`config.mk`:
```
export PLATFORM = sky130hd
export DESIGN_NAME = artdmx_ram
export DESIGN_NICKNAME = d
export VERILOG_FILES = /design/src/rtl/core/artdmx_universe_receiver_macros.svh /design/src/rtl/core/artdmx_ram.sv
export SDC_FILE = /design/constraint.sdc
export NUM_CORES = 1
export LEC_CHECK = 0
export BUFFER_PORTS_ARGS = -buffer_cell sky130_fd_sc_hd__buf_2
export CELL_PAD_IN_SITES_DETAIL_PLACEMENT = 1
export CELL_PAD_IN_SITES_GLOBAL_PLACEMENT = 2
export CORE_MARGIN = 8
export CORE_UTILIZATION = 50
export CTS_BUF_LIST = sky130_fd_sc_hd__clkbuf_2 sky130_fd_sc_hd__clkbuf_4 sky130_fd_sc_hd__clkbuf_8
export CTS_CLUSTER_SIZE = 24
export DETAILED_ROUTE_END_ITERATION = 8
export PLACE_DENSITY_LB_ADDON = 0.1
export SYNTH_ARGS = -nofsm -noshare
export SYNTH_HDL_FRONTEND = slang
export SYNTH_SLANG_ARGS = --single-unit
```
`constraint.sdc`:
```
create_clock -name clk_i -period 2.7 [get_ports clk_i]
set_clock_uncertainty 0.15 [all_clocks]
set_input_delay 0.405 -clock clk_i [delete_from_list [all_inputs] [get_ports clk_i]]
set_output_delay 0.405 -clock clk_i [all_outputs]
set_load 0.02 [all_outputs]
```
`src/rtl/core/artdmx_universe_receiver_macros.svh`:
```
// Assertion macros for the ArtDmx universe receiver.
// No dependencies; the including module must have clk_i and rst_ni.
`ifndef ARTDMX_UNIVERSE_RECEIVER_MACROS_SVH
`define ARTDMX_UNIVERSE_RECEIVER_MACROS_SVH

// Property must hold at every clock edge outside reset.
`define ARTDMX_ASSERT(lbl, prop, msg) \
  lbl: assert property (@(posedge clk_i) disable iff (!rst_ni) (prop)) else $error(msg);

// Condition must never be true outside reset.
`define ARTDMX_ASSERT_NEVER(lbl, cond, msg) \
  lbl: assert property (@(posedge clk_i) disable iff (!rst_ni) !(cond)) else $error(msg);

`endif

```
`src/rtl/core/artdmx_ram.sv`:
```
// Generic single-clock RAM: one write port, one read port, registered read.
// No dependencies.
module artdmx_ram #(
  parameter int WIDTH = 8,
  parameter int DEPTH = 16
) (
  input  logic                                   clk_i,
  input  logic                                   we_i,
  input  logic [(DEPTH > 1 ? $clog2(DEPTH) : 1)-1:0] waddr_i,
  input  logic [WIDTH-1:0]                       wdata_i,
  input  logic                                   re_i,
  input  logic [(DEPTH > 1 ? $clog2(DEPTH) : 1)-1:0] raddr_i,
  output logic [WIDTH-1:0]                       rdata_o
);

  logic [WIDTH-1:0] mem [DEPTH];
  logic [WIDTH-1:0] rdata_q;

  always_ff @(posedge clk_i) begin
    if (we_i) begin
      mem[waddr_i] <= wdata_i;
    end
    if (re_i) begin
      rdata_q <= mem[raddr_i];
    end
  end

  assign rdata_o = rdata_q;

endmodule

```
==> summary.txt <==
Layout
  • Multi-input combinational cell area: 1060 um^2
  • Layout area overhead: 18.2%
  • Filler Cells Inserted: 857
  • Final Core Density: 0.604
  • Reg area: 4080 um^2
  • Share of cells above drive strength 1: 0.320
  • Nets@finish: 303
  • Inserted Diodes: 0

Yosys
  • Yosys warns: 0
  • Synth cell types: 18
  • Yosys reg bits: 136
  • Post-Syn Instances: 229
  • Syn Nets: 248
  • Cell area after synthesis: 5230 um^2
  • Seq/Total Area, Yosys: 0.781
  • Mean Syn Cell Area: 22.8 um^2

Setup path
  • Worst reg2reg setup slack: 1040 ps
  • Worst-path fanout max: 32
  • CP Capture Type: flip-flop
  • Crit path DAT: 1770 ps
  • Kind of start point of the critical path: input pin
  • Critical path class: in2reg
  • Worst Path Required: 2730 ps

Floorplan
  • Initial core utilization: 0.511
  • Die width: 118 um
  • Core Region: 10200 um^2
  • Rows: 37
  • Die H: 118 um
  • Io pins: 27
  • Die area: 14000 um^2

Clocking
  • CTS buffer count: 17
  • Clock Sinks: 136
  • Clock root buffer: clkbuf_8
  • Htree depth: 4
  • CTS clock-pin slew for the worst setup and hold paths: 70 ps
  • Post-CTS setup buffer count: 0
  • Worst-Skew Late Latency: 430 ps
  • Post-cts resize count: 0
  • Clk buf depth: 2
  • Hold buffers post-CTS: 0
  • CTS tree: done

Power and ir drop
  • Net Sw Power: 906 uW
  • Combinational share of power: 0.048
  • Sw Share: 0.184
  • Flop pwr share: 0.485
  • Leak: 0.00210 uW
  • Pwr Density: 799 nW/um^2
  • Max IR drop VDD: 0.443 mV
  • Power Internal: 4030 uW
  • Clock power frac: 0.468

Placement
  • HPWL Detailed: 7050 um
  • IO buf count: 26
  • Worst slack, placed: 515 ps
  • Routability cong.: 0.684

Timing
  • Final WS setup: 960 ps
  • Fmax: 575 MHz
  • Fin. max-slew vios: 0
  • Min Clock Period, post-route: 1740 ps
  • RSZ-0062 raised after global routing: false
  • Sum Neg Setup Slack: 0 ps
  • Slew margin rel.: 0.709
  • Final Hold Viols: 0
  • Setup violators final: 0
  • Final Cycle Share: 0.644
  • Worst Tran Pin Value: 436 ps
  • Hold slack: 194 ps

Detailed routing
  • Antenna viol nets, final: 0
  • Via count: 2463
  • Max Used Layer: met4
  • M1 wire length: 5160 um
  • Routed len/inst: 26.0 um
  • Post-Route WL: 11300 um
  • Met3 wire len: 589 um
  • DR iter-0 viols: 222
  • Via density per instance: 5.69
  • DRC violations left: 0
  • 1st-pass router iterations: 4
  • Met2 Wirelength: 5410 um

Job
  • Max cap viols: 0

Worst hold path
  • Min-Delay Path Class: in2reg

Global routing
  • Total gr overflow: 0
  • Overall routing resource usage: 0.170
  • Largest net degree at the start of global routing: 33
  • Initial antenna violation count: 0
  • Vias in the first global route: 2608
  • First-pass GRT wire length: 16800 um

Status
  • Run status: completed
## synth_stat cells
library cell,n,share of area
nand3_1,1,0.00096
buf_6,3,0.0065
mux4_2,18,0.078
buf_4,1,0.0014
nand2_1,9,0.0065
edfxtp_1,136,0.78
and2b_1,1,0.0014
mux4_1,14,0.070
clkdlybuf4s25_2,3,0.0057
nand2b_1,2,0.0024
and2_1,1,0.0012
or3b_2,1,0.0017
nor2_1,13,0.0093
nand3b_1,2,0.0029
nor2b_1,1,0.0012
buf_2,3,0.0029
a22oi_1,16,0.023
nor3_1,4,0.0038
## state kept, by name, indices dropped and copies added, names as in the netlist
register / flops
rdata_o: 8
mem: 128
## placed cells by master, fill, tap and decap left out
cell type	count
and2b_1	1
nor2b_1	1
nor2_1	13
buf_2	26
bufinv_16	10
mux4_2	18
clkinv_1	2
or3b_2	1
clkbuf_8	17
buf_12	2
clkinv_4	1
nand3b_1	2
nor3_1	4
nand2b_1	2
nand2_1	9
buf_4	18
clkinv_2	2
nand3_1	1
mux4_1	14
a22oi_1	16
and2_1	1
edfxtp_1	136
## stage by stage
stage	power, uW	instance area [um^2]	instances
after floorplan	2570	5230	229
after global placement	2670	5620	401
after detailed placement	2680	5620	401
after CTS	4980	6180	433
after global routing	5070	6180	433
final	4930	6180	433
## worst max-delay path: stages
cell	delay [ps]
buf_2	100
buf_12	260
mux4_1	590
a22oi_1	310
nand2_1	80
## layout make-up
| type | instances | area share |
|---|---|---|
| flip-flops and latches | 136 | 0.661 |
| multi-input cells | 83 | 0.171 |
| clock inverters | 15 | 0.0529 |
| repair buffers | 46 | 0.0494 |
| clock buffers | 17 | 0.0379 |
| well taps | 136 | 0.0275 |
## per-layer routing
layer | up-vias | GRT usage
met5 | - | 0
met3 | 9 | 0.0528
met4 | 0 | 0.0504
met1 | 1286 | 0.233
li1 | 1090 | -
met2 | 78 | 0.256
## path summary, 6_finish.rpt
check	startpoint	endpoint	cells past startpoint
setup / recovery	raddr_i[0]	rdata_o[5]	5
hold / removal	re_i	rdata_o[4]	1
setup reg to reg	mem[1][5]	rdata_o[5]	3
hold reg to reg	mem[11][2]	rdata_o[2]	3
## logic make-up after synthesis
group	Yosys count	share of synthesized area
buf+inv	10	0.0165
flops	136	0.781
mux	32	0.148
simple gates	35	0.0314
compound gates	16	0.0230
## power groups by stage
stage | combinational (uW) | clock (uW) | sequential [uW]
final | 235 | 2310 | 2390
after global routing | 254 | 2430 | 2390
after CTS | 239 | 2350 | 2390
after detailed placement | 239 | 0 | 2440
after global placement | 233 | 0 | 2430
after floorplan | 120 | 0 | 2450
(Power assumes the default switching activity.)
